<file path="config.mk">
export PLATFORM = sky130hd
export DESIGN_NAME = cnf_text_stream_parser_unit
export DESIGN_NICKNAME = d
export VERILOG_FILES = /design/src/cnfp_pkg.sv /design/src/cnf_text_stream_parser_unit.sv /design/src/cnfp_acc.sv /design/src/cnfp_core.sv
export SDC_FILE = /design/constraint.sdc
export NUM_CORES = 1
export LEC_CHECK = 0
export ABC_AREA = 1
export BUFFER_PORTS_ARGS = -buffer_cell sky130_fd_sc_hd__clkbuf_2
export CAP_MARGIN = 10
export CORE_MARGIN = 2
export CORE_UTILIZATION = 30
export DETAILED_ROUTE_END_ITERATION = 10
export HOLD_SLACK_MARGIN = 0.1
export PLACE_DENSITY_LB_ADDON = 0.05
export SKIP_CTS_REPAIR_TIMING = 1
export SYNTH_ARGS = -nofsm -noshare
export SYNTH_HDL_FRONTEND = slang
export SYNTH_SLANG_ARGS = --single-unit
</file>
<file path="constraint.sdc">
create_clock -name clock -period 5 [get_ports clock]
set_input_delay 1 -clock clock [delete_from_list [all_inputs] [get_ports clock]]
set_output_delay 1 -clock clock [all_outputs]
set_load 0.01 [all_outputs]
</file>
<file path="src/cnfp_pkg.sv">
// Shared types, codes and character constants for the CNF text parser.
`default_nettype none

package cnfp_pkg;

   // Default field widths
   localparam int VARIABLE_BITS_DEF = 20;
   localparam int CLAUSE_BITS_DEF   = 24;
   localparam int POSITION_BITS_DEF = 16;

   // Parser modes
   typedef enum logic [2:0] {
      MODE_LINE,
      MODE_SKIP,
      MODE_HEAD,
      MODE_FORM,
      MODE_DONE
   } mode_type;

   // Result kinds
   typedef enum logic [1:0] {
      KIND_LITERAL,
      KIND_CLAUSE_END,
      KIND_EMPTY_DONE,
      KIND_ERROR
   } kind_type;

   // Error codes
   typedef enum logic [2:0] {
      ERR_NONE,
      ERR_NOT_P,
      ERR_NOT_CNF,
      ERR_FIELD_MISSING,
      ERR_VAR_RANGE,
      ERR_EARLY_END,
      ERR_LIMIT
   } error_type;

   // Sign and digit state of the number being read
   typedef struct packed {
      logic negative;
      logic digits_open;
   } num_flags_type;

   // Characters
   localparam logic [7:0] CH_SPACE = 8'h20;
   localparam logic [7:0] CH_TAB   = 8'h09;
   localparam logic [7:0] CH_CR    = 8'h0D;
   localparam logic [7:0] CH_LF    = 8'h0A;
   localparam logic [7:0] CH_P     = 8'h70;
   localparam logic [7:0] CH_MINUS = 8'h2D;
   localparam logic [7:0] CH_PLUS  = 8'h2B;
   localparam logic [7:0] CH_ZERO  = 8'h30;
   localparam logic [7:0] CH_NINE  = 8'h39;

   localparam logic [1:0] CNF_LEN = 2'd3;

   // Expected byte of the "cnf" keyword at a given position
   function automatic logic [7:0] cnf_char(input logic [1:0] idx);
      logic [7:0] ch;
      case (idx)
         2'd0:    ch = 8'h63;
         2'd1:    ch = 8'h6E;
         2'd2:    ch = 8'h66;
         default: ch = 8'h00;
      endcase
      return ch;
   endfunction

endpackage

`default_nettype wire

</file>
<file path="src/cnf_text_stream_parser_unit.sv">
// A request is held in the input register, and its result then in the result register.
// Throughput: one byte per cycle while results are taken; the input register
// and the result register let a new request in while a result waits.
// Reset (synchronous, active high) returns the parser to the preamble; after
// the final result (last clause end, empty done or error) no result follows.
`default_nettype none

module cnf_text_stream_parser_unit #(
   parameter int VARIABLE_BITS = cnfp_pkg::VARIABLE_BITS_DEF,
   parameter int CLAUSE_BITS   = cnfp_pkg::CLAUSE_BITS_DEF,
   parameter int POSITION_BITS = cnfp_pkg::POSITION_BITS_DEF
) (
   input  wire logic                        clock,
   input  wire logic                        reset,
   input  wire logic                        req_valid,
   output logic                             req_ready,
   input  wire logic [7:0]                  req_in_byte,
   input  wire logic                        req_end_of_input,
   output logic                             rsp_valid,
   input  wire logic                        rsp_ready,
   output logic [1:0]                       rsp_result_kind,
   output logic [CLAUSE_BITS-1:0]           rsp_clause_index,
   output logic [POSITION_BITS-1:0]         rsp_literal_position,
   output logic                             rsp_positive,
   output logic [VARIABLE_BITS-1:0]         rsp_variable_index,
   output logic [2:0]                       rsp_error_code,
   output logic                             rsp_last
);

   // Input register
   logic                            in_valid_ff, in_valid_in;
   logic [7:0]                      in_byte_ff;
   logic                            in_eof_ff;

   // Result register
   logic                            rsp_valid_ff, rsp_valid_in;
   cnfp_pkg::kind_type              kind_ff;
   logic [CLAUSE_BITS-1:0]          clause_ff;
   logic [POSITION_BITS-1:0]        position_ff;
   logic                            positive_ff;
   logic [VARIABLE_BITS-1:0]        variable_ff;
   cnfp_pkg::error_type             error_ff;
   logic                            last_ff;

   // Core result
   logic                            step;
   logic                            res_valid;
   cnfp_pkg::kind_type              res_kind;
   logic [CLAUSE_BITS-1:0]          res_clause;
   logic [POSITION_BITS-1:0]        res_position;
   logic                            res_positive;
   logic [VARIABLE_BITS-1:0]        res_variable;
   cnfp_pkg::error_type             res_error;
   logic                            res_last;

   // Process the held request when the result slot is free or draining
   assign step      = in_valid_ff && (!rsp_valid_ff || rsp_ready);
   assign req_ready = !in_valid_ff || step;

   cnfp_core #(
      .VARIABLE_BITS (VARIABLE_BITS),
      .CLAUSE_BITS   (CLAUSE_BITS),
      .POSITION_BITS (POSITION_BITS)
   ) u_core (
      .clock        (clock),
      .reset        (reset),
      .step         (step),
      .in_byte      (in_byte_ff),
      .in_eof       (in_eof_ff),
      .res_valid    (res_valid),
      .res_kind     (res_kind),
      .res_clause   (res_clause),
      .res_position (res_position),
      .res_positive (res_positive),
      .res_variable (res_variable),
      .res_error    (res_error),
      .res_last     (res_last)
   );

   // Hold or refill the input register
   always_comb begin
      if (req_valid && req_ready) begin
         in_valid_in = 1'b1;
      end else if (step) begin
         in_valid_in = 1'b0;
      end else begin
         in_valid_in = in_valid_ff;
      end
   end

   // Load a new result or drop a taken one
   always_comb begin
      if (step && res_valid) begin
         rsp_valid_in = 1'b1;
      end else if (rsp_ready) begin
         rsp_valid_in = 1'b0;
      end else begin
         rsp_valid_in = rsp_valid_ff;
      end
   end

   always_ff @(posedge clock) begin
      if (reset) begin
         in_valid_ff  <= 1'b0;
         rsp_valid_ff <= 1'b0;
      end else begin
         in_valid_ff  <= in_valid_in;
         rsp_valid_ff <= rsp_valid_in;
      end
   end

   // Capture request payload
   always_ff @(posedge clock) begin
      if (req_valid && req_ready) begin
         in_byte_ff <= req_in_byte;
         in_eof_ff  <= req_end_of_input;
      end
   end

   // Capture result payload
   always_ff @(posedge clock) begin
      if (step && res_valid) begin
         kind_ff     <= res_kind;
         clause_ff   <= res_clause;
         position_ff <= res_position;
         positive_ff <= res_positive;
         variable_ff <= res_variable;
         error_ff    <= res_error;
         last_ff     <= res_last;
      end
   end

   assign rsp_valid            = rsp_valid_ff;
   assign rsp_result_kind      = kind_ff;
   assign rsp_clause_index     = clause_ff;
   assign rsp_literal_position = position_ff;
   assign rsp_positive         = positive_ff;
   assign rsp_variable_index   = variable_ff;
   assign rsp_error_code       = error_ff;
   assign rsp_last             = last_ff;

endmodule

`default_nettype wire

</file>
<file path="src/cnfp_acc.sv">
// Number accumulator step: atoi rules for one byte of a token.
`default_nettype none

module cnfp_acc #(
   parameter int ACC_W = 33
) (
   input  wire logic [7:0]                    in_byte,
   input  wire logic                          first,
   input  wire logic [ACC_W-1:0]              accum_cur,
   input  wire cnfp_pkg::num_flags_type       flags_cur,
   output logic [ACC_W-1:0]                   accum_next,
   output cnfp_pkg::num_flags_type            flags_next
);

   localparam logic [ACC_W-1:0] ACC_CAP = {1'b1, {(ACC_W-1){1'b0}}};

   logic [ACC_W-1:0]           accum_base;
   cnfp_pkg::num_flags_type    flags_base;
   logic [ACC_W+3:0]           scaled;
   logic                       is_digit;
   logic                       is_sign;

   // Restart the number on the first byte of a token
   always_comb begin
      accum_base = first ? '0 : accum_cur;
      flags_base = flags_cur;
      if (first) begin
         flags_base.negative    = 1'b0;
         flags_base.digits_open = 1'b1;
      end
   end

   assign is_digit = (in_byte >= cnfp_pkg::CH_ZERO) && (in_byte <= cnfp_pkg::CH_NINE);
   assign is_sign  = (in_byte == cnfp_pkg::CH_MINUS) || (in_byte == cnfp_pkg::CH_PLUS);

   // Multiply by ten with shifts and add the digit
   assign scaled = ({4'b0, accum_base} << 3) + ({4'b0, accum_base} << 1)
                 + {{ACC_W{1'b0}}, in_byte[3:0]};

   // Apply sign, digit or stop the digit run; saturate at the cap
   always_comb begin
      accum_next = accum_base;
      flags_next = flags_base;
      if (first && is_sign) begin
         flags_next.negative = (in_byte == cnfp_pkg::CH_MINUS);
      end else if (flags_base.digits_open && is_digit) begin
         if (scaled > {4'b0, ACC_CAP}) begin
            accum_next = ACC_CAP;
         end else begin
            accum_next = scaled[ACC_W-1:0];
         end
      end else begin
         flags_next.digits_open = 1'b0;
      end
   end

endmodule

`default_nettype wire

</file>
<file path="src/cnfp_core.sv">
// Parser state and single-step decode of one request into at most one result.
`default_nettype none

module cnfp_core #(
   parameter int VARIABLE_BITS = cnfp_pkg::VARIABLE_BITS_DEF,
   parameter int CLAUSE_BITS   = cnfp_pkg::CLAUSE_BITS_DEF,
   parameter int POSITION_BITS = cnfp_pkg::POSITION_BITS_DEF
) (
   input  wire logic                     clock,
   input  wire logic                     reset,
   input  wire logic                     step,
   input  wire logic [7:0]               in_byte,
   input  wire logic                     in_eof,
   output logic                          res_valid,
   output cnfp_pkg::kind_type            res_kind,
   output logic [CLAUSE_BITS-1:0]        res_clause,
   output logic [POSITION_BITS-1:0]      res_position,
   output logic                          res_positive,
   output logic [VARIABLE_BITS-1:0]      res_variable,
   output cnfp_pkg::error_type           res_error,
   output logic                          res_last
);

   localparam int ACC_MAG = (VARIABLE_BITS > CLAUSE_BITS) ? VARIABLE_BITS : CLAUSE_BITS;
   localparam int ACC_W   = ACC_MAG + 1;

   // State registers
   cnfp_pkg::mode_type          mode_ff, mode_in;
   logic [1:0]                  field_ff, field_in;
   logic                        complete_ff, complete_in;
   logic [1:0]                  cc_ff, cc_in;
   logic [ACC_W-1:0]            accum_ff, accum_in;
   cnfp_pkg::num_flags_type     flags_ff, flags_in;
   logic                        inside_ff, inside_in;
   logic [VARIABLE_BITS-1:0]    limit_ff, limit_in;
   logic [CLAUSE_BITS-1:0]      total_ff, total_in;
   logic [CLAUSE_BITS-1:0]      clause_ff, clause_in;
   logic [POSITION_BITS:0]      pos_ff, pos_in;

   // Decode helpers
   logic                        is_sep;
   logic                        first;
   logic [1:0]                  cc_eff;
   logic [ACC_W-1:0]            accum_nx;
   cnfp_pkg::num_flags_type     flags_nx;

   cnfp_pkg::error_type         hte_err;
   logic [1:0]                  hte_field;
   logic [VARIABLE_BITS-1:0]    hte_limit;
   logic [CLAUSE_BITS-1:0]      hte_total;
   logic                        hte_complete;
   logic                        hc_after;
   logic [CLAUSE_BITS-1:0]      total_after;

   logic                        fte_zero;
   logic                        fte_last;
   cnfp_pkg::error_type         fte_err;
   logic                        fte_final;
   logic [ACC_W-1:0]            accum_less;

   logic                        take_fte;
   logic                        fail_en;
   cnfp_pkg::error_type         fail_code;

   cnfp_acc #(
      .ACC_W (ACC_W)
   ) u_acc (
      .in_byte    (in_byte),
      .first      (first),
      .accum_cur  (accum_ff),
      .flags_cur  (flags_ff),
      .accum_next (accum_nx),
      .flags_next (flags_nx)
   );

   always_comb begin
      is_sep = in_byte inside {cnfp_pkg::CH_SPACE, cnfp_pkg::CH_TAB,
                               cnfp_pkg::CH_CR, cnfp_pkg::CH_LF};
   end

   assign first  = !inside_ff;
   assign cc_eff = first ? 2'd0 : cc_ff;

   // Close a header token: check the field and latch the counts
   always_comb begin
      hte_err      = cnfp_pkg::ERR_NONE;
      hte_field    = field_ff;
      hte_limit    = limit_ff;
      hte_total    = total_ff;
      hte_complete = complete_ff;
      if (!complete_ff) begin
         case (field_ff)
            2'd0: begin
               hte_field = 2'd1;
            end
            2'd1: begin
               if (cc_ff != cnfp_pkg::CNF_LEN) begin
                  hte_err = cnfp_pkg::ERR_NOT_CNF;
               end else begin
                  hte_field = 2'd2;
               end
            end
            2'd2: begin
               if ((flags_ff.negative && accum_ff != '0) ||
                   ((accum_ff >> VARIABLE_BITS) != '0)) begin
                  hte_err = cnfp_pkg::ERR_LIMIT;
               end else begin
                  hte_limit = accum_ff[VARIABLE_BITS-1:0];
                  hte_field = 2'd3;
               end
            end
            default: begin
               if ((flags_ff.negative && accum_ff != '0) ||
                   ((accum_ff >> CLAUSE_BITS) != '0)) begin
                  hte_err = cnfp_pkg::ERR_LIMIT;
               end else begin
                  hte_total    = accum_ff[CLAUSE_BITS-1:0];
                  hte_complete = 1'b1;
               end
            end
         endcase
      end
   end

   assign hc_after    = inside_ff ? hte_complete : complete_ff;
   assign total_after = inside_ff ? hte_total : total_ff;

   // Close a formula token: clause end, literal or error
   assign fte_zero   = (accum_ff == '0);
   assign fte_last   = (({1'b0, clause_ff} + 1'b1) == {1'b0, total_ff});
   assign accum_less = accum_ff - 1'b1;

   always_comb begin
      if (fte_zero) begin
         fte_err = cnfp_pkg::ERR_NONE;
      end else if (accum_ff > {{(ACC_W-VARIABLE_BITS){1'b0}}, limit_ff}) begin
         fte_err = cnfp_pkg::ERR_VAR_RANGE;
      end else if (pos_ff[POSITION_BITS]) begin
         fte_err = cnfp_pkg::ERR_LIMIT;
      end else begin
         fte_err = cnfp_pkg::ERR_NONE;
      end
   end

   assign fte_final = fte_zero ? fte_last : (fte_err != cnfp_pkg::ERR_NONE);

   // Next state and result for one request
   always_comb begin
      mode_in      = mode_ff;
      field_in     = field_ff;
      complete_in  = complete_ff;
      cc_in        = cc_ff;
      accum_in     = accum_ff;
      flags_in     = flags_ff;
      inside_in    = inside_ff;
      limit_in     = limit_ff;
      total_in     = total_ff;
      clause_in    = clause_ff;
      pos_in       = pos_ff;
      res_valid    = 1'b0;
      res_kind     = cnfp_pkg::KIND_LITERAL;
      res_clause   = '0;
      res_position = '0;
      res_positive = 1'b0;
      res_variable = '0;
      res_error    = cnfp_pkg::ERR_NONE;
      res_last     = 1'b0;
      take_fte     = 1'b0;
      fail_en      = 1'b0;
      fail_code    = cnfp_pkg::ERR_NONE;

      case (mode_ff)
         cnfp_pkg::MODE_LINE: begin
            if (in_eof) begin
               fail_en   = 1'b1;
               fail_code = cnfp_pkg::ERR_EARLY_END;
            end else if (!is_sep) begin
               if (in_byte == cnfp_pkg::CH_P) begin
                  mode_in     = cnfp_pkg::MODE_HEAD;
                  field_in    = 2'd0;
                  complete_in = 1'b0;
                  inside_in   = 1'b1;
                  cc_in       = 2'd1;
               end else begin
                  mode_in = cnfp_pkg::MODE_SKIP;
               end
            end
         end
         cnfp_pkg::MODE_SKIP: begin
            if (in_eof) begin
               fail_en   = 1'b1;
               fail_code = cnfp_pkg::ERR_EARLY_END;
            end else if (in_byte == cnfp_pkg::CH_LF) begin
               mode_in = cnfp_pkg::MODE_LINE;
            end
         end
         cnfp_pkg::MODE_HEAD: begin
            if (in_eof || is_sep) begin
               if (inside_ff && hte_err != cnfp_pkg::ERR_NONE) begin
                  fail_en   = 1'b1;
                  fail_code = hte_err;
               end else begin
                  if (inside_ff) begin
                     inside_in   = 1'b0;
                     field_in    = hte_field;
                     limit_in    = hte_limit;
                     total_in    = hte_total;
                     complete_in = hte_complete;
                  end
                  // Line end: enter the formula, finish empty, or flag
                  if (in_eof || in_byte == cnfp_pkg::CH_LF) begin
                     if (!hc_after) begin
                        fail_en   = 1'b1;
                        fail_code = cnfp_pkg::ERR_FIELD_MISSING;
                     end else if (total_after == '0) begin
                        res_valid = 1'b1;
                        res_kind  = cnfp_pkg::KIND_EMPTY_DONE;
                        res_last  = 1'b1;
                        mode_in   = cnfp_pkg::MODE_DONE;
                     end else if (in_eof) begin
                        fail_en   = 1'b1;
                        fail_code = cnfp_pkg::ERR_EARLY_END;
                     end else begin
                        mode_in   = cnfp_pkg::MODE_FORM;
                        inside_in = 1'b0;
                        clause_in = '0;
                        pos_in    = '0;
                     end
                  end
               end
            end else begin
               inside_in = 1'b1;
               accum_in  = accum_nx;
               flags_in  = flags_nx;
               if (first) begin
                  cc_in = 2'd0;
               end
               if (!complete_ff) begin
                  if (field_ff == 2'd0) begin
                     fail_en   = 1'b1;
                     fail_code = cnfp_pkg::ERR_NOT_P;
                  end else if (field_ff == 2'd1) begin
                     if (cc_eff != cnfp_pkg::CNF_LEN &&
                         in_byte == cnfp_pkg::cnf_char(cc_eff)) begin
                        cc_in = cc_eff + 2'd1;
                     end else begin
                        fail_en   = 1'b1;
                        fail_code = cnfp_pkg::ERR_NOT_CNF;
                     end
                  end
               end
            end
         end
         cnfp_pkg::MODE_FORM: begin
            if (in_eof) begin
               if (inside_ff && fte_final) begin
                  take_fte = 1'b1;
               end else begin
                  fail_en   = 1'b1;
                  fail_code = cnfp_pkg::ERR_EARLY_END;
               end
            end else if (is_sep) begin
               take_fte = inside_ff;
            end else begin
               inside_in = 1'b1;
               accum_in  = accum_nx;
               flags_in  = flags_nx;
            end
         end
         default: begin
         end
      endcase

      // Emit the formula token result
      if (take_fte) begin
         inside_in = 1'b0;
         if (fte_err != cnfp_pkg::ERR_NONE) begin
            fail_en   = 1'b1;
            fail_code = fte_err;
         end else if (fte_zero) begin
            res_valid  = 1'b1;
            res_kind   = cnfp_pkg::KIND_CLAUSE_END;
            res_clause = clause_ff;
            res_last   = fte_last;
            clause_in  = clause_ff + 1'b1;
            pos_in     = '0;
            if (fte_last) begin
               mode_in = cnfp_pkg::MODE_DONE;
            end
         end else begin
            res_valid    = 1'b1;
            res_kind     = cnfp_pkg::KIND_LITERAL;
            res_clause   = clause_ff;
            res_position = pos_ff[POSITION_BITS-1:0];
            res_positive = !flags_ff.negative;
            res_variable = accum_less[VARIABLE_BITS-1:0];
            pos_in       = pos_ff + 1'b1;
         end
      end

      // Report an error and stop
      if (fail_en) begin
         res_valid    = 1'b1;
         res_kind     = cnfp_pkg::KIND_ERROR;
         res_clause   = '0;
         res_position = '0;
         res_positive = 1'b0;
         res_variable = '0;
         res_error    = fail_code;
         res_last     = 1'b1;
         mode_in      = cnfp_pkg::MODE_DONE;
      end
   end

   // Advance the state on each processed request
   always_ff @(posedge clock) begin
      if (reset) begin
         mode_ff     <= cnfp_pkg::MODE_LINE;
         field_ff    <= 2'd0;
         complete_ff <= 1'b0;
         cc_ff       <= 2'd0;
         accum_ff    <= '0;
         flags_ff    <= '{negative: 1'b0, digits_open: 1'b1};
         inside_ff   <= 1'b0;
         limit_ff    <= '0;
         total_ff    <= '0;
         clause_ff   <= '0;
         pos_ff      <= '0;
      end else if (step) begin
         mode_ff     <= mode_in;
         field_ff    <= field_in;
         complete_ff <= complete_in;
         cc_ff       <= cc_in;
         accum_ff    <= accum_in;
         flags_ff    <= flags_in;
         inside_ff   <= inside_in;
         limit_ff    <= limit_in;
         total_ff    <= total_in;
         clause_ff   <= clause_in;
         pos_ff      <= pos_in;
      end
   end

   ap_done_sticky: assert property (@(posedge clock) disable iff (reset)
      mode_ff == cnfp_pkg::MODE_DONE |=> mode_ff == cnfp_pkg::MODE_DONE)
      else $error("parser left the finished mode without reset");

   ap_done_quiet: assert property (@(posedge clock) disable iff (reset)
      mode_ff == cnfp_pkg::MODE_DONE |-> !res_valid)
      else $error("result produced after the final result");

   ap_error_last: assert property (@(posedge clock) disable iff (reset)
      step && res_valid && res_kind == cnfp_pkg::KIND_ERROR |-> res_last)
      else $error("error result not marked last");

   ap_last_done: assert property (@(posedge clock) disable iff (reset)
      step && res_valid && res_last |=> mode_ff == cnfp_pkg::MODE_DONE)
      else $error("final result did not stop the parser");

   ap_complete_field: assert property (@(posedge clock) disable iff (reset)
      complete_ff |-> field_ff == 2'd3)
      else $error("header complete before the clause count field");

endmodule

`default_nettype wire

</file>
Yosys cells after proc, flatten, opt, wreduce, memory -nomap -nowiden
Cells that the tools add are included.
{ "word_totals": {"reg_bits": 199, "latchBits": 0, "mem_bits_rw": 0, "rom_bits": 0, "inputBits": 13, "output_inout_bits": 69, "word_cells": 293, "memories": 0} }
{ "op_classes": {"n_addsub": 7, "mul": 0, "div_mod_pow": 0, "n_lt_le_gt_ge": 4, "eq_ne": 37, "n_shift": 0, "muxes": 171, "bitwise_logic": 4, "reduce_logical": 47} }
{ "op_table": {"columns": ["op", "count"], "rows": [
  ["$mux 24", 14],
  ["$mux 25", 7],
  ["$mux 17", 10],
  ["$mux 3", 34],
  ["$mux 2", 33],
  ["$mux 1", 56],
  ["$pmux 25 s2", 1],
  ["$reduce_bool 25->1", 2],
  ["$mux 8", 5],
  ["$add 28x26->29", 1],
  ["$add 29x4->29", 1],
  ["$gt 29x25->1 const B", 1],
  ["$pmux 3 s3", 3],
  ["$add 24x1->25 const B", 1],
  ["$eq 25x24->1", 1],
  ["$gt 25x20->1", 1],
  ["$logic_not 25->1", 1],
  ["$add 24x1->24 const B", 1],
  ["$eq 8x4->1 const B", 3],
  ["$eq 8x6->1 const B", 3],
  ["$logic_not 24->1", 1],
  ["$pmux 7 s3", 1],
  ["$sub 20x1->20 const B", 1],
  ["$ne 2x2->1 const B", 9],
  ["38 further kinds", 79]
]} }

Logic depth before layout (Yosys ltp)
{ "logic_depth": {"word_depth": 21, "ltp_mapped": 24, "depth_no_buf": 24} }

By module
Synthesis repeated with hierarchy kept, for this count alone.
{ "unflattened": {"hier_cells": 2090, "hier_area_um2": 14094.8} }
{ "modules_own_cells": {"columns": ["mod", "instances", "cells_each", "area_each_um2", "seq_area_each_um2"], "rows": [
  ["cnfp_core", 1, 1420, 8783.4, 2422.3],
  ["cnfp_acc", 1, 576, 2920.3, 0.0],
  ["cnf_text_stream_parser_unit", 1, 94, 2391.0, 2322.2]
]} }

Worst setup path after synthesis
Ideal clock, no wire load.
{ "synth_timing": {"path_kind": "register to register", "start": "reg u_core.accum_ff[0]", "end": "reg clause_ff[0] (netlist: rsp_clause_index[0]) (enable)", "setup_time_ps": 421, "t_arrival_ps": 3520, "required_time_ps": 4579, "path_slack_ps": 1059, "stages_incl_launch_ff": 20, "n_path_buf": 1, "period_less_slack_ps": 3941, "path_cell_list": "dfxtp_1 -> inv_1 -> ha_1 -> nand4_1 -> inv_1 -> nand3_4 -> nand2_4 -> nand3_4 -> buf_6 -> nand2_1 -> nand2_1 -> nor2_1 -> nand2_1 -> nor2_1 -> nand3_1 -> nor2_1 -> nand3_1 -> o21ai_0 -> o21bai_1 -> inv_1"} }
{ "synth_between": {"elab_chain_cells": 18, "elab_cells_between_ends": 49, "classes_between": "order compare (1); mux (37); reduce/logical (11)"} }
{ "synth_lines": {"columns": ["element", "line_no", "text"], "rows": [
  ["start: declaration", "cnfp_core.sv:32", "logic [ACC_W-1:0] accum_ff, accum_in;"],
  ["start signal: assignment", "cnfp_core.sv:334", "accum_ff <= accum_in;"],
  ["$reduce_bool 25->1", "cnfp_core.sv:104, cnfp_core.sv:113", null],
  ["$logic_and 1x1->1", "cnfp_core.sv:104, cnfp_core.sv:113", null],
  ["$logic_or 1x1->1", "cnfp_core.sv:113", "if ((flags_ff.negative && accum_ff != '0) ||"],
  ["$mux 24", "cnfp_core.sv:113", null],
  ["$mux 24", "cnfp_core.sv:92", "case (field_ff)"],
  ["$mux 24", "cnfp_core.sv:91", "if (!complete_ff) begin"],
  ["$mux 24", "cnfp_core.sv:126", "assign total_after = inside_ff ? hte_total : total_ff;"],
  ["$logic_not 24->1", "cnfp_core.sv:215", "end else if (total_after == '0) begin"],
  ["(+2 left out)", null, null],
  ["$mux 1", "cnfp_core.sv:211", "if (in_eof || in_byte == cnfp_pkg::CH_LF) begin"],
  ["$mux 1", "cnfp_core.sv:199", "if (inside_ff && hte_err != cnfp_pkg::ERR_NONE) begin"],
  ["$mux 1", "cnfp_core.sv:198", "if (in_eof || is_sep) begin"],
  ["$pmux 1 s3 or $mux 1 (tied branches)", "cnfp_core.sv:172", "case (mode_ff)"],
  ["$mux 1", "cnfp_core.sv:277", "if (fte_err != cnfp_pkg::ERR_NONE) begin"],
  ["$mux 1", "cnfp_core.sv:275", "if (take_fte) begin"],
  ["$mux 1 (*)", "cnfp_core.sv:302", "if (fail_en) begin"],
  ["$logic_and 1x1->1 (*)", "cnf_text_stream_parser_unit.sv:122", "if (step && res_valid) begin"],
  ["end signal: assignment", "cnf_text_stream_parser_unit.sv:124", "clause_ff <= res_clause;"],
  ["end: declaration", "cnf_text_stream_parser_unit.sv:38", "logic [CLAUSE_BITS-1:0] clause_ff;"]
]} }
Every way passes the cells marked *; elsewhere a longest branch is shown, timed or not.
A chain may end at the register's enable or synchronous reset.

Final worst setup path
{ "layout_timing": {"start": "reg u_core.inside_ff", "end": "reg u_core.accum_ff[9]"} }
{ "layout_between": {"elab_chain_cells": 10, "elab_cells_between_ends": 15, "classes_between": "add/sub (2); order compare (1); mux (9); reduce/logical (3)"} }
{ "layout_lines": {"columns": ["element", "line_no", "text"], "rows": [
  ["start: declaration", "cnfp_core.sv:34", "logic inside_ff, inside_in;"],
  ["start signal: assignment", "cnfp_core.sv:336", "inside_ff <= inside_in;"],
  ["$mux 25", "cnfp_acc.sv:25", "accum_base = first ? '0 : accum_cur;"],
  ["$add 28x26->29", "cnfp_acc.sv:37", "assign scaled = ({4'b0, accum_base} << 3) + ({4'b0, accum_base} << 1)"],
  ["$add 29x4->29", "cnfp_acc.sv:38", "+ {{ACC_W{1'b0}}, in_byte[3:0]};"],
  ["$gt 29x25->1", "cnfp_acc.sv:47", "if (scaled > {4'b0, ACC_CAP}) begin"],
  ["$mux 25", "cnfp_acc.sv:47", null],
  ["$mux 25", "cnfp_acc.sv:46", "end else if (flags_base.digits_open && is_digit) begin"],
  ["$mux 25 (*)", "cnfp_acc.sv:44", "if (first && is_sign) begin"],
  ["$mux 25", "cnfp_core.sv:262", "end else if (is_sep) begin"],
  ["$mux 25", "cnfp_core.sv:255", "if (in_eof) begin"],
  ["$pmux 25 s2 (*)", "cnfp_core.sv:172", null]
]} }
Every way passes the cells marked *; elsewhere a longest branch is shown, timed or not. The select of a mux whose other input is x is not followed.

==> summary.md <==
| Metric | Value |
|---|---|
| Worst Clk Skew | `14.95 ps` |
| Chip width | `217.1 µm` |
| Die Area | `roughly 0.047 mm²` |
| Die Y | `between 200 and 250 µm` |
| Post-synth top cells | `nand2_1, inv_1, nor2_1, a21oi_1, dfxtp_1` |
| Antenna-violating nets left | `0` |
| Worst IR Drop VDD | `0.2353 mV` |
| Drt pass-1 iters | `6` |
| CTS tree | `built` |
| GRT Util Overall | `20.28%` |
| Final Instance Area | `0.01528 mm²` |
| GPL Wtd Cong | `0.8766` |
| Initial Util | `approximately 30%` |
| Final nets | `around 2100` |
| Clock root cell | `clkbuf_16` |
| Dpl cell area | `between 0.01 and 0.015 mm²` |
| Mapped cell area | `between 0.01 and 0.015 mm²` |
| Largest family of logic cells by synthesized area | `simple AND/OR/NAND/NOR gates` |
| Gate Count Post-Synth | `1930` |
| Max incr delay on CP | `between 400 and 500 ps` |
| Vias per cell | `just under 5` |
| Slowest-stage cell, CP | `fa_1` |
| Core Footprint | `0.04509 mm²` |
| Normalized max-slew margin | `30.94%` |
| Worst R2R Path Depth | `20` |
| Synth Area in Compound Gates | `16.28%` |
| Boundary Pins | `just over 80` |
| Seq/Total Area, Yosys | `34.83%` |
| Fill cell total of the finished layout | `4978` |
| Pwr Density | `223.2 mW/mm²` |
| CP bufs+invs | `4` |
| Footprint of the multi-input gates | `around 0.0076 mm²` |
| Initial antenna violation count | `0` |
| Max-cap violation count | `0` |
| Crit path max fanout | `24` |
| XOR/XNOR Fraction of Synth Area | `roughly 3.2%` |
| Clk sinks | `199` |
| Critical path's most frequent cell | `nand2_1` |
| Number of remaining DRC errors | `0` |
| Post-synth EDFFs | `76` |
| Async SR Flop Fraction | `0%` |
| Grt total ovfl | `0` |
| Hold depth | `2` |
| WHS | `approximately 480 ps` |
| Synth top area cells | `dfxtp_1, edfxtp_1, nand2_1` |
| Final Util | `33.89%` |
| Ys Warns | `0` |
| Final TNS setup | `0 ps` |
| 1st-iter DRT viols | `765` |
| Setup repair after global routing missed its margin | `false` |
| WP data arrival | `4770 ps` |
| Largest net degree at the start of global routing | `77` |
| Synth cell types | `55` |
| Count leader, synth | `nand2_1` |
| Share of cells above drive strength 1 | `10.16%` |
| Avg Cell Area, Syn | `7.059 µm²` |
| Critical-path cell list | `buf_4 > nand2_1 > inv_1 > fa_1 > fa_1 > nand3_1 > nand2_1 > a21oi_1 > o21bai_1 > a21boi_0 > o21ai_0 > xor2_1 > inv_1 > nand4_1 > nor2_1 > nand3_1 > nand2_1 > buf_4 > nand2_1 > a21oi_1` |
| P&R area growth vs syn | `12.18%` |
| Actual slew at the worst max-slew pin | `1036 ps` |
| DR vias | `12860` |
| CTS clk-pin slew, worst paths | `80 ps` |
| Post-synthesis simple-gate area fraction | `28.31%` |
| Htree depth | `4` |
| Avg WL per Cell | `around 18 µm` |
| CP required | `~5400 ps` |
| Hold Vio Cnt, Final | `0` |
| Main synth FF type | `dfxtp_1` |
| Final cycle utilization of the critical path | `87.03%` |
| FP Rows | `78` |
| Hold Crit Endpoint | `u_core.pos_ff[14]` |
| Worst-Skew Late Latency | `500 ps` |
| Port bufs | `81` |
| Type of the worst min-delay path | `reg2reg` |
| LEAKAGE | `0.006648 µW` |
| DP HPWL | `between 30 and 40 mm` |
| Final Max Slew Viols | `0` |
| Leading area contributor after synthesis | `dfxtp_1` |
| Setup violators final | `0` |
| Vias in the first global route | `12710` |
| Crit Path Class | `reg2reg` |
| Synthesized-area fraction occupied by adder cells | `7.733%` |
| Status | `completed` |
| CP Launch Type | `flip-flop` |
| WL final | `46.67 mm` |
| Max Buffers Root-to-Sink | `2` |
| N_diodes | `0` |
| #FFs+latches synth | `around 200` |
| Family with the most delay on the worst path | `compound AO/OA/AOI/OAI gates` |
| Global-route wire length before repair | `73.70 mm` |
| Register-to-Register Setup Slack | `650 ps` |
| Cts bufs inserted | `17` |
| Mux share of post-synthesis cell area | `0%` |
| Storage cell area | `0.004745 mm²` |
| Fmax | `229.8 MHz` |
| Synthesized Nets | `2026` |
| Share of the synthesized area in the top cell type | `18.07%` |
| Fin crit period | `4351 ps` |
| Min-delay src | `u_core.pos_ff[14]` |
| Setup crit end kind | `flip-flop` |
| Reg-to-Reg End | `u_core.accum_ff[9]` |
| R2r startpoint | `u_core.inside_ff` |
==> where the power goes <==
| part | internal, µW | total, µW | switching [µW] | leakage, µW |
|---|---|---|---|---|
| logic | 77.0 | 259 | 182 | 0.00465 |
| registers | 1720 | 1750 | 29.0 | 0.00173 |
| clock network | 698 | 1410 | 707 | 0.000272 |
==> per-stage QoR <==
stage | setup slack (ps) | std cells | total power [µW]
after global routing | 232.1 | 2608 | 3568
after global placement | 633.0 | 2576 | 2046
final | 648.6 | 2608 | 3410
after detailed placement | 620.9 | 2576 | 2044
after floorplan | 1059 | 1930 | 1951
after CTS | 586.1 | 2608 | 3474
==> worst reg2reg max path: stages (launching register included) <==
cell	delay (ps)
dfxtp_1	340
buf_4	250
nand2_1	90
inv_1	150
fa_1	480
fa_1	480
nand3_1	90
nand2_1	80
a21oi_1	290
o21bai_1	200
a21boi_0	360
o21ai_0	260
xor2_1	200
inv_1	110
nand4_1	130
nor2_1	120
nand3_1	70
nand2_1	60
buf_4	250
nand2_1	130
a21oi_1	140
==> how the worst max path moves through the flow <==
stage / from / endpoint / slack [ps] / depth (start not counted)
floorplan: u_core.accum_ff[0] / rsp_clause_index[0] / 1060 / 19
global placement: u_core.inside_ff / u_core.accum_ff[12] / 630 / 20
detailed placement: u_core.inside_ff / u_core.accum_ff[12] / 620 / 20
CTS: u_core.inside_ff / u_core.accum_ff[9] / 590 / 20
global route: u_core.inside_ff / u_core.accum_ff[0] / 230 / 23
finish: u_core.inside_ff / u_core.accum_ff[9] / 650 / 20
==> flip-flops by register name (all words and copies together), names as in the netlist, 3 cells and up <==
register,cells
u_core.pos_ff,17
u_core.clause_ff,24
u_core.mode_ff,3
u_core.total_ff,24
rsp_error_code,3
rsp_variable_index,20
in_byte_ff,8
rsp_literal_position,16
rsp_clause_index,24
u_core.limit_ff,20
u_core.accum_ff,25
==> routing by layer <==
layer  global-route usage (%)  routed length [µm]
met5                        0                   0
met1                    26.53               22200
met4                    6.598                1056
met3                    3.410                1544
met2                    33.92               21860
==> layout by cell type (no fill, tap or decap), types with 17 or more instances in the layout <==
cell	Yosys	layout
nand2_1	425	424
inv_1	246	244
nor2_1	216	216
a21oi_1	180	180
dfxtp_1	123	123
o21ai_0	116	116
nand3_1	99	99
ha_1	81	81
clkbuf_2	0	80
edfxtp_1	76	76
nand4_1	51	51
xor2_1	38	38
nor3_1	37	37
buf_4	7	34
a22oi_1	24	24
a31oi_1	17	17
clkbuf_16	0	17
==> layout make-up <==
| class | count | area share, % |
|---|---|---|
| Clock inverter | 14 | 0.9088 |
| Tap cell | 600 | 4.912 |
| Timing Repair Buffer | 116 | 4.454 |
| Inverter | 255 | 6.280 |
| Clock buffer | 18 | 2.808 |
| Sequential cell | 199 | 31.05 |
| Multi-Input combinational cell | 1406 | 49.59 |
==> kinds of logic after synthesis <==
kind of cell,Yosys count
DFF,199
adders and majority gates,83
xor gates and xnor gates,47
AOI/OAI and AO/OA,397
buffers and inverters,325
and+or+nand+nor,879
Note: power is estimated with default switching activity, not from simulation.
